==> config.mk <==
export PLATFORM = sky130hd
export DESIGN_NAME = sequence_list_insert_delete
export DESIGN_NICKNAME = d
export VERILOG_FILES = /design/src/slid_pkg.sv /design/src/slid_ctrl.sv /design/src/slid_datapath.sv /design/src/sequence_list_insert_delete.sv
export VERILOG_INCLUDE_DIRS = /design/src /design/src/src
export SDC_FILE = /design/constraint.sdc
export NUM_CORES = 1
export LEC_CHECK = 0
export BUFFER_PORTS_ARGS = -buffer_cell sky130_fd_sc_hd__buf_2
export CAP_MARGIN = 25
export CORE_UTILIZATION = 32
export DETAILED_ROUTE_END_ITERATION = 10
export GPL_TIMING_DRIVEN = 0
export PLACE_DENSITY = 0.55
export REMOVE_ABC_BUFFERS = 1
export SYNTH_ARGS = -nofsm -noshare
export SYNTH_HDL_FRONTEND = slang
export SYNTH_SLANG_ARGS = --single-unit
==> constraint.sdc <==
create_clock -name clk -period 5.27 [get_ports clk]
set_input_delay 1.054 -clock clk [delete_from_list [all_inputs] [get_ports clk]]
set_output_delay 1.054 -clock clk [all_outputs]
set_load 0.03 [all_outputs]
==> src/assert_macros.svh <==
// Assertion macros used by the top level of the list block.
`ifndef ASSERT_MACROS_SVH
`define ASSERT_MACROS_SVH

// Same-cycle implication, sampled on clk, off while rst_n is low.
`define SLID_ASSERT_SAME(label, ante, cons, msg) \
    label: assert property (@(posedge clk) disable iff (!rst_n) (ante) |-> (cons)) \
        else $error(msg);

// Next-cycle implication, sampled on clk, off while rst_n is low.
`define SLID_ASSERT_NEXT(label, ante, cons, msg) \
    label: assert property (@(posedge clk) disable iff (!rst_n) (ante) |=> (cons)) \
        else $error(msg);

`endif

==> src/slid_pkg.sv <==
// Package: sizes, command codes and shared types of the list block.
`timescale 1ns / 1ps
package slid_pkg;

    localparam int CAPACITY = 32;
    localparam int IDX_W    = $clog2(CAPACITY);
    localparam int CNT_W    = $clog2(CAPACITY + 1);
    localparam int SUM_W    = IDX_W + 1;

    localparam logic [1:0] KIND_FRONT  = 2'd0;
    localparam logic [1:0] KIND_BACK   = 2'd1;
    localparam logic [1:0] KIND_DELETE = 2'd2;

    typedef struct packed {
        logic [1:0]         kind;
        logic signed [31:0] value;
        logic signed [31:0] position;
    } in_t;

    typedef struct packed {
        logic signed [31:0] element;
        logic               is_last;
        logic               list_empty;
        logic               dropped;
    } out_t;

    // controller -> datapath
    typedef struct packed {
        logic load;
        logic do_insert;
        logic set_drop;
        logic del_start;
        logic del_commit;
        logic shift_step;
        logic shift_wb;
        logic emit_step;
    } cmd_t;

    // datapath -> controller
    typedef struct packed {
        logic is_insert;
        logic full;
        logic del_ok;
        logic del_tail;
        logic shift_last;
        logic emit_last;
    } sts_t;

    // Logical offset to physical slot of the circular store.
    function automatic logic [IDX_W-1:0] phys_idx(input logic [IDX_W-1:0] base,
                                                  input logic [IDX_W-1:0] off);
        logic [SUM_W-1:0] sum;
        sum = {1'b0, base} + {1'b0, off};
        if (sum >= SUM_W'(CAPACITY))
            sum = sum - SUM_W'(CAPACITY);
        return sum[IDX_W-1:0];
    endfunction

endpackage

==> src/slid_ctrl.sv <==
// Controller state machine of the list block.
`timescale 1ns / 1ps
module slid_ctrl (
    input  logic          clk,
    input  logic          rst_n,
    input  logic          start,
    input  slid_pkg::sts_t sts,
    output slid_pkg::cmd_t cmd,
    output logic          busy
);

    typedef enum logic [5:0] {
        ST_IDLE     = 6'b000001,
        ST_EXEC     = 6'b000010,
        ST_SHIFT    = 6'b000100,
        ST_SHIFT_WB = 6'b001000,
        ST_EMIT     = 6'b010000,
        ST_FLUSH    = 6'b100000
    } state_t;

    state_t state_reg, state_next;

    always_ff @(posedge clk or negedge rst_n)
    begin
        if (!rst_n)
            state_reg <= ST_IDLE;
        else
            state_reg <= state_next;
    end

    always_comb
    begin
        cmd        = '0;
        state_next = state_reg;
        case (state_reg)
            ST_IDLE:
            begin
                if (start)
                begin
                    cmd.load   = 1'b1;
                    state_next = ST_EXEC;
                end
            end
            ST_EXEC:
            begin
                state_next = ST_EMIT;
                if (sts.is_insert)
                begin
                    if (sts.full)
                        cmd.set_drop = 1'b1;
                    else
                        cmd.do_insert = 1'b1;
                end
                else if (sts.del_ok)
                begin
                    if (sts.del_tail)
                        cmd.del_commit = 1'b1;
                    else
                    begin
                        cmd.del_start = 1'b1;
                        state_next    = ST_SHIFT;
                    end
                end
            end
            ST_SHIFT:
            begin
                cmd.shift_step = 1'b1;
                if (sts.shift_last)
                    state_next = ST_SHIFT_WB;
            end
            ST_SHIFT_WB:
            begin
                cmd.shift_wb = 1'b1;
                state_next   = ST_EMIT;
            end
            ST_EMIT:
            begin
                cmd.emit_step = 1'b1;
                if (sts.emit_last)
                    state_next = ST_FLUSH;
            end
            ST_FLUSH:
            begin
                state_next = ST_IDLE;
            end
            default:
            begin
                state_next = ST_IDLE;
            end
        endcase
    end

    assign busy = (state_reg != ST_IDLE);

endmodule

==> src/slid_datapath.sv <==
// Datapath of the list block: circular entry store, counters, result stage.
`timescale 1ns / 1ps
module slid_datapath (
    input  logic           clk,
    input  logic           rst_n,
    input  slid_pkg::in_t  command,
    input  slid_pkg::cmd_t cmd,
    output slid_pkg::sts_t sts,
    output logic           strobe,
    output slid_pkg::out_t result
);

    localparam int IW = slid_pkg::IDX_W;
    localparam int CW = slid_pkg::CNT_W;

    logic [31:0] mem [slid_pkg::CAPACITY];

    logic [1:0]         kind_reg,   kind_next;
    logic signed [31:0] value_reg,  value_next;
    logic signed [31:0] pos_reg,    pos_next;
    logic [IW-1:0]      head_reg,   head_next;
    logic [CW-1:0]      count_reg,  count_next;
    logic [IW-1:0]      rd_idx_reg, rd_idx_next;
    logic [IW-1:0]      wr_idx_reg, wr_idx_next;
    logic               wr_vld_reg, wr_vld_next;
    logic [IW-1:0]      em_idx_reg, em_idx_next;
    logic               drop_reg,   drop_next;
    logic               pend_reg,   pend_next;
    logic               plast_reg,  plast_next;
    logic               pempty_reg, pempty_next;
    logic [31:0]        rdata_reg;

    logic          wr_en, rd_en;
    logic [IW-1:0] wr_addr, rd_addr;
    logic [31:0]   wr_data;
    logic [IW-1:0] head_dec;
    logic [CW-1:0] count_m1;

    assign head_dec = (head_reg == '0) ? IW'(slid_pkg::CAPACITY - 1) : head_reg - IW'(1);
    assign count_m1 = count_reg - CW'(1);

    // status
    always_comb
    begin
        sts.is_insert  = (kind_reg == slid_pkg::KIND_FRONT) ||
                         (kind_reg == slid_pkg::KIND_BACK);
        sts.full       = (count_reg == CW'(slid_pkg::CAPACITY));
        sts.del_ok     = (kind_reg == slid_pkg::KIND_DELETE) && !pos_reg[31] &&
                         ($unsigned(pos_reg) < 32'(count_reg));
        sts.del_tail   = (($unsigned(pos_reg) + 32'd1) == 32'(count_reg));
        sts.shift_last = (CW'(rd_idx_reg) == count_m1);
        sts.emit_last  = (count_reg == '0) || (CW'(em_idx_reg) == count_m1);
    end

    // store ports
    always_comb
    begin
        wr_en   = 1'b0;
        wr_addr = '0;
        wr_data = rdata_reg;
        rd_en   = 1'b0;
        rd_addr = '0;
        if (cmd.do_insert)
        begin
            wr_en   = 1'b1;
            wr_data = value_reg;
            if (kind_reg == slid_pkg::KIND_FRONT)
                wr_addr = head_dec;
            else
                wr_addr = slid_pkg::phys_idx(head_reg, count_reg[IW-1:0]);
        end
        else if ((cmd.shift_step && wr_vld_reg) || cmd.shift_wb)
        begin
            wr_en   = 1'b1;
            wr_addr = slid_pkg::phys_idx(head_reg, wr_idx_reg);
        end
        if (cmd.shift_step)
        begin
            rd_en   = 1'b1;
            rd_addr = slid_pkg::phys_idx(head_reg, rd_idx_reg);
        end
        else if (cmd.emit_step)
        begin
            rd_en   = 1'b1;
            rd_addr = slid_pkg::phys_idx(head_reg, em_idx_reg);
        end
    end

    always_ff @(posedge clk)
    begin
        if (wr_en)
            mem[wr_addr] <= wr_data;
        if (rd_en)
            rdata_reg <= mem[rd_addr];
    end

    // next state
    always_comb
    begin
        kind_next   = kind_reg;
        value_next  = value_reg;
        pos_next    = pos_reg;
        head_next   = head_reg;
        count_next  = count_reg;
        rd_idx_next = rd_idx_reg;
        wr_idx_next = wr_idx_reg;
        wr_vld_next = wr_vld_reg;
        em_idx_next = em_idx_reg;
        drop_next   = drop_reg;
        pend_next   = cmd.emit_step;
        plast_next  = sts.emit_last;
        pempty_next = (count_reg == '0);

        if (cmd.load)
        begin
            kind_next   = command.kind;
            value_next  = command.value;
            pos_next    = command.position;
            drop_next   = 1'b0;
            em_idx_next = '0;
        end
        if (cmd.set_drop)
            drop_next = 1'b1;
        if (cmd.do_insert)
        begin
            count_next = count_reg + CW'(1);
            if (kind_reg == slid_pkg::KIND_FRONT)
                head_next = head_dec;
        end
        if (cmd.del_start)
        begin
            rd_idx_next = pos_reg[IW-1:0] + IW'(1);
            wr_vld_next = 1'b0;
        end
        if (cmd.shift_step)
        begin
            rd_idx_next = rd_idx_reg + IW'(1);
            wr_idx_next = rd_idx_reg - IW'(1);
            wr_vld_next = 1'b1;
        end
        if (cmd.del_commit || cmd.shift_wb)
            count_next = count_m1;
        if (cmd.emit_step)
            em_idx_next = em_idx_reg + IW'(1);
    end

    always_ff @(posedge clk or negedge rst_n)
    begin
        if (!rst_n)
        begin
            head_reg   <= '0;
            count_reg  <= '0;
            wr_vld_reg <= 1'b0;
            pend_reg   <= 1'b0;
        end
        else
        begin
            head_reg   <= head_next;
            count_reg  <= count_next;
            wr_vld_reg <= wr_vld_next;
            pend_reg   <= pend_next;
        end
    end

    always_ff @(posedge clk)
    begin
        kind_reg   <= kind_next;
        value_reg  <= value_next;
        pos_reg    <= pos_next;
        rd_idx_reg <= rd_idx_next;
        wr_idx_reg <= wr_idx_next;
        em_idx_reg <= em_idx_next;
        drop_reg   <= drop_next;
        plast_reg  <= plast_next;
        pempty_reg <= pempty_next;
    end

    assign strobe            = pend_reg;
    assign result.element    = pempty_reg ? '0 : $signed(rdata_reg);
    assign result.is_last    = plast_reg;
    assign result.list_empty = pempty_reg;
    assign result.dropped    = drop_reg;

endmodule

==> src/sequence_list_insert_delete.sv <==
// Top level of the ordered list block: controller plus datapath.
//
// Usage: present a command on 'command' and raise 'start'; the transaction
// is taken at the rising edge where start is high and busy is low. Kinds:
// insert at front, append at back, delete at a zero-based position. Kind 3
// and an out-of-range delete leave the list as it is.
// After each command the whole list is sent front to back, one transaction
// per entry on 'result', each marked by 'strobe' for exactly one cycle; the
// final one carries is_last. An empty list gives one result with list_empty
// set and element zero. An insert into a full list is refused and every
// result of that run carries dropped.
// The first result follows the accepting edge through the execute and emit
// states and the registered store read; results then come one per cycle.
// Busy stays high through the execute, emit and flush states, plus the
// shift states if a delete must close the gap: entries behind the deleted
// one move down one slot a cycle through the single read and single write
// port of the entry store, and the first result waits for them. Front
// inserts move the head pointer of the circular store and cost no shift.
// Reset clears the list to empty at once; no clearing pass is run.
// The receiver cannot stall; results must be taken as they come.
`timescale 1ns / 1ps
`include "assert_macros.svh"
module sequence_list_insert_delete (
    input  logic           clk,
    input  logic           rst_n,
    input  logic           start,
    output logic           busy,
    input  slid_pkg::in_t  command,
    output logic           strobe,
    output slid_pkg::out_t result
);

    slid_pkg::cmd_t cmd;
    slid_pkg::sts_t sts;

    // Sequencer: accept, execute, optional shift, read-out.
    slid_ctrl u_ctrl (
        .clk   (clk),
        .rst_n (rst_n),
        .start (start),
        .sts   (sts),
        .cmd   (cmd),
        .busy  (busy)
    );

    // Entry store, pointers and result stage.
    slid_datapath u_dp (
        .clk     (clk),
        .rst_n   (rst_n),
        .command (command),
        .cmd     (cmd),
        .sts     (sts),
        .strobe  (strobe),
        .result  (result)
    );

    // Results only come while a command is in flight.
    `SLID_ASSERT_SAME(a_strobe_busy, strobe, busy, "result outside a command")
    // An accepted transaction keeps the block busy in the next cycle.
    `SLID_ASSERT_NEXT(a_accept_busy, start && !busy, busy, "accept did not start work")
    // An empty-list result is always the only one of its run.
    `SLID_ASSERT_SAME(a_empty_last, strobe && result.list_empty, result.is_last,
        "empty result not last")
    // Nothing follows the last result of a run.
    `SLID_ASSERT_NEXT(a_last_gap, strobe && result.is_last, !strobe,
        "result after last marker")

endmodule

# [After elaboration in Yosys (flattened, before gate mapping)]
# Memory sizes are Yosys's and may differ from the RTL's. A register that Yosys moved wholly into a read port is not among the register bits.
# Index checks and enable logic that the tools add are counted.
# W data, S select, Z words.
[classes] muxes=46 order_cmp=5 n_reduce_logical=16 eq_ne=15 add_sub_neg=16
[ops] operator="$mux W5" n=15
[ops] operator="$mux W32" n=2
[ops] operator="$mux W6" n=7
[ops] operator="$add A32 B1 Y32 const B" n=1
[ops] operator="$eq A32 B6 Y1" n=1
[ops] operator="$lt A32 B6 Y1" n=1
[ops] operator="$pmux W6 S5" n=1
[ops] operator="$sub A5 B1 Y5 const B" n=6
[ops] operator="$add A5 B5 Y6" n=4
[ops] operator="$ge A6 B6 Y1 const B" n=4
[ops] operator="$mux W1" n=17
[ops] operator="$add A5 B1 Y5 const B" n=3
[ops] operator="$eq A5 B6 Y1" n=2
[ops] operator="$add A6 B1 Y6 const B" n=1
[ops] operator="$eq A6 B1 Y1 const B" n=1
[ops] operator="$eq A6 B2 Y1 const B" n=1
[ops] operator="$eq A6 B3 Y1 const B" n=1
[ops] operator="$eq A6 B4 Y1 const B" n=1
[ops] operator="$eq A6 B5 Y1 const B" n=1
[ops] operator="$eq A6 B6 Y1 const B" n=1
[ops] operator="$logic_not A6 Y1" n=1
[ops] operator="$mux W2" n=3
[ops] operator="$ne A6 B1 Y1 const B" n=1
[ops] operator="$reduce_bool A2 Y1" n=3
[ops] operator="13 further kinds" n=19
[word_totals] mem_count=1 out_inout_bits=37 wordCells=113 ramBits=1024 register_bits=103
[memory_table] name="u_dp.mem" words=32 width=32 read_ports=1 rd_ports_with_merged_regs=1 wr=1 line_no="slid_datapath.sv:16" rtl="logic [31:0] mem [slid_pkg::CAPACITY];"

# [Logic depth before layout (Yosys ltp)]
[depth] depth_word=9 ltp_mapped=13 depth_no_buf=11

# [Cells and area by module]
# A second synthesis with hierarchy kept.
[hier_totals] cells_unflattened=3272 hier_area_um2=48152.4
[modules_own_cells] module="slid_datapath" n_inst=1 area_per_inst_um2=47774.6 seq_area_each_um2=34528.1 cells_each=3234
[modules_own_cells] module="slid_ctrl" n_inst=1 area_per_inst_um2=377.9 seq_area_each_um2=151.4 cells_each=38

# [Worst setup path before layout]
# Ideal clock, no wire load.
[synth_path] path_kind="reg2reg" from="reg u_dp.count_reg[0]" to="mem u_dp.mem[0][0], enable pin" path_buffers=0 stages_incl_launch_ff=11 setup_slack_ns=0.940 setup_time_ns=0.421 period_less_slack_ns=4.330 t_arrival_ns=3.909 required_ns=4.849 cell_sequence="dfrtp_1 ha_1 fa_1 a21o_1 a21oi_1 xnor2_1 o21ai_0 a221o_1 and2_1 or3_1 nor2_1"
[synth_via] elab_chain_cells=7 elab_cells_between_ends=13
[synth_rtl] item="start: declaration" line_no="slid_datapath.sv:22" rtl="logic [CW-1:0] count_reg, count_next;"
[synth_rtl] item="start signal: assignment" line_no="slid_datapath.sv:159" rtl="count_reg <= count_next;"
[synth_rtl] item="parallel branches: the longest is 7 deep, another holds $add A5 B5 Y6"
[synth_rtl] item="end: declaration" line_no="slid_datapath.sv:16"
# Several ways; the timed one is not identified.

# [Final worst setup path]
[layout_path] from="reg u_ctrl.state_reg[3]" to="mem u_dp.mem[29][18], enable pin"
[layout_via] elab_chain_cells=8 elab_cells_between_ends=14
[layout_rtl] item="start: declaration" line_no="slid_ctrl.sv:21" rtl="state_t state_reg, state_next;"
[layout_rtl] item="start signal: assignment" line_no="slid_ctrl.sv:28" rtl="state_reg <= state_next;"
[layout_rtl] item="$eq A6 B3 Y1" line_no="slid_ctrl.sv:35" rtl="case (state_reg)"
[layout_rtl] item="$mux W1" line_no="slid_ctrl.sv:35"
[layout_rtl] item="$logic_and A1 B1 Y1" line_no="slid_datapath.sv:72" rtl="else if ((cmd.shift_step && wr_vld_reg) || cmd.shift_wb)"
[layout_rtl] item="$logic_or A1 B1 Y1" line_no="slid_datapath.sv:72"
[layout_rtl] item="$mux W1" line_no="slid_datapath.sv:72"
[layout_rtl] item="$mux W1" line_no="slid_datapath.sv:63" rtl="if (cmd.do_insert)"
[layout_rtl] item="$mux W1" line_no="slid_datapath.sv:91" rtl="if (wr_en)"
[layout_rtl] item="$mux W1 (implied by the code)" line_no="slid_datapath.sv:92" rtl="mem[wr_addr] <= wr_data;"
# Parallel ways exist; a longest one is shown, timed or not.

==> flow_summary.ini <==
[setup_path]
crit_arrival_ns = 5.48
worstPathRequired_ns = 5.67
path_buf_inv = 1
worst-path-max-fanout = 44
critPathMaxStageDelay_ns = 0.93
path_cells = or3_4 -> or4b_4 -> nor2_2 -> nand2_4 -> o21ai_0 -> nand2b_1 -> nor2_4 -> buf_12
cp_slowest_cell = nor2_4
critical-path-top-delay-family = simple AND/OR/NAND/NOR gates
path_class = reg -> reg
crit_path_end_kind = register
critPathLaunchType = register

[placed_design]
post-dp-hpwl_um = 75600
placed_cell_area_um2 = 52740
placement.io_buffers = 105
dpl.cell_count = 5374
place_ws_ns = 0.1545
gp_congestion = 0.7732

[final_layout]
stdcell_count = 5588
drive_above_1_share = 0.1192
num-nets-final = 3673
synthToLayoutAreaGrowth_pct = 17.49
largest_register_ff_count = 1024
top_register = u_dp.mem
final_cell_area_um2 = 56310
diodes = 0
fill_cells = 13690

[power_and_ir_drop]
leakage_uw = 0.01801
powerDensity_nw_per_um2 = 387.5
ir_drop_v = 0.0002494

[global_routing]
grt_pass1_wl_um = 185300
antenna_found_initial = 6
track_usage = 0.1637
grt-ovfl-total = 0
grt_pass1_vias = 28150
grt_max_degree = 91

[route]
avgRoutedWirePerCell_um = 22.68
viasPerCell = 5.215
first_iter_violations = 2555
vias = 29140
drtPass1Iterations = 6
routed_wl_um = 126700
drc = 0
drtAntennaViolNets = 0

[synth]
syn_area_um2 = 47930
ys_ff_latch = 1159
ys_warn_count = 0
seq_area_frac_synth = 0.7236
synth_edf_count = 1137
async_flop_share = 0.01639
ys.flop_type = edfxtp_1
ys_top_cells_by_area = edfxtp_1 (71%), a211oi_1 (5.5%), nand2_1 (5.0%), and2_1 (3.2%), a311oi_1 (2.3%)
synth_top_area_frac = 0.7124
synth_top_cell_by_area = edfxtp_1
ys_types = 66
syn_avg_cell_area_um2 = 13.82
synthCells = 3469

[sta]
worstMarginPinSlew_ns = 1.057
rsz0062_at_grt = false
tns_ns = 0
min_period_ns = 5.081
fin_crit_sh = 0.9641
fin_ws_ns = 0.1893
slew_viol_final = 0
finalSetupViolCount = 0
holdWs_ns = 0.3032
slew_headroom = 0.2951
maxClockFrequency_ghz = 0.1968
finalHoldViolCount = 0
finClkSkew_ns = 0.03351

[job]
drv_cap = 0

[hold_path]
min_path_type = in -> async

[floorplanning]
dieWidth_um = 389.0
coreArea_um2 = 148200
initial_core_util = 0.3234
row_count = 141
io_pins = 106
die-height_um = 389.0
dieArea_um2 = 151300

[clock_network]
clkTransAtPathRegs_ns = 0.06
cts_tree = done
numCtsBuffers = 113
cts_root_buf = clkbuf_16
clock-sinks = 1159
htreeDepth = 3
clockBufferDepth = 3
clk_latency_ns = 0.73

[status]
outcome = finished clean
path summary, 6_finish.rpt:
path | startpoint | to | slack, ns | cells after the start
worst max-delay path | u_ctrl.state_reg[3]$_DFFE_PN0P_ | u_dp.mem[29][18]$_DFFE_PP_ | 0.19 | 8
worst min-delay path | rst_n | u_dp.strobe$_DFF_PN0_ | 0.30 | 1
worst max register to register | u_ctrl.state_reg[3]$_DFFE_PN0P_ | u_dp.mem[29][18]$_DFFE_PP_ | 0.19 | 8
worst min register to register | u_dp.drop_reg$_SDFFE_PP1P_ | u_dp.drop_reg$_SDFFE_PP1P_ | 0.51 | 1
max in group asynchronous | rst_n | u_ctrl.state_reg[2]$_DFFE_PN0P_ | 4.60 | 1
min in group clk | command[7] | u_dp.pos_reg[7]$_DFFE_PP_ | 0.50 | 1
cells in the mapped netlist (30+ instances only):
cell / n
a211oi_1: 353
clkbuf_1: 180
and2_1: 245
nand2_1: 640
nor2_1: 64
a21o_1: 43
buf_2: 47
ha_1: 30
a21oi_1: 115
a31oi_1: 133
a311oi_1: 128
edfxtp_1: 1137
xnor2_1: 30
nor2b_1: 36
cell type report:
cell class / count / area [µm²] / share of cell area
Clock buffer: 149 / 3035 / 0.05391
Sequential cell: 1159 / 34680 / 0.6159
Timing Repair Buffer: 229 / 3201 / 0.05684
Tap cell: 1930 / 2415 / 0.04288
Multi-Input combinational cell: 2042 / 12490 / 0.2218
Inverter: 25 / 96.34 / 0.001711
Clock inverter: 54 / 391.6 / 0.006955
through the flow:
stage | total power [µW] | util
3_3_place_gp | 14650 | 0.3366
3_5_place_dp | 14380 | 0.3559
2_1_floorplan | 13360 | -
6_report | 21820 | 0.3800
5_1_grt | 22640 | 0.3800
4_1_cts | 21980 | 0.3790
per-layer routing:
metal	part of all wire	track usage	routed length, µm
met1	0.44	0.2210	55460
met2	0.48	0.2707	60430
met3	0.056	0.02114	7042
met4	0.029	0.05719	3717
met5	0.00040	0	51
cells by family after synthesis:
logic type	share of synthesized area
AND/OR/NAND/NOR	0.1094
adder cells (fa/ha/maj)	0.009503
AO/OA/AOI/OAI	0.1225
flip-flops	0.7236
buffers and inverters	0.02245
multiplexers	0.003054
XOR/XNOR	0.009503
power breakdown:
part	switching, µW	leakage, µW	internal [µW]	total (µW)
Clock	3410	0.00167	4220	7630
Sequential	312	0.0105	10700	11100
Combinational	2050	0.00581	1080	3130
Total	5780	0.0180	16000	21800
cell usage in the layout, fill, tap and decap left out, types with 5 or more instances in the layout:
| master | Yosys | final |
|---|---|---|
| dfrtp_1 | 18 | 18 |
| o21ai_0 | 20 | 20 |
| and2_1 | 245 | 244 |
| clkinv_1 | 1 | 28 |
| ha_1 | 30 | 30 |
| nand2b_1 | 7 | 7 |
| a311oi_1 | 128 | 128 |
| nand4_1 | 13 | 13 |
| nand2_1 | 640 | 638 |
| buf_8 | 0 | 7 |
| nor2_1 | 64 | 31 |
| xor2_1 | 22 | 22 |
| buf_12 | 0 | 68 |
| and3_1 | 9 | 9 |
| clkbuf_1 | 180 | 31 |
| mux2i_1 | 9 | 9 |
| clkbuf_16 | 0 | 115 |
| edfxtp_1 | 1137 | 1137 |
| and2_0 | 18 | 18 |
| buf_2 | 47 | 105 |
| a31oi_1 | 133 | 133 |
| buf_4 | 3 | 7 |
| inv_1 | 24 | 23 |
| xnor2_1 | 30 | 30 |
| a211oi_1 | 353 | 353 |
| mux2_2 | 5 | 5 |
| a21oi_1 | 115 | 114 |
| a21o_1 | 43 | 42 |
| nor2_4 | 1 | 34 |
| nand3_1 | 24 | 24 |
| o22ai_1 | 8 | 6 |
| clkinv_2 | 0 | 15 |
| or3_1 | 8 | 8 |
| nor4_1 | 12 | 12 |
| buf_16 | 0 | 42 |
| nor2b_1 | 36 | 36 |
| nor3_1 | 14 | 14 |
timing repair:
item                                    4_1_cts  5_1_grt
endpoints found under the setup margin        0       69
hold buffers                                  0        0
gates resized for setup                       0        0
setup buffers                                 0       10
Note: power is estimated with default switching activity, not from simulation.
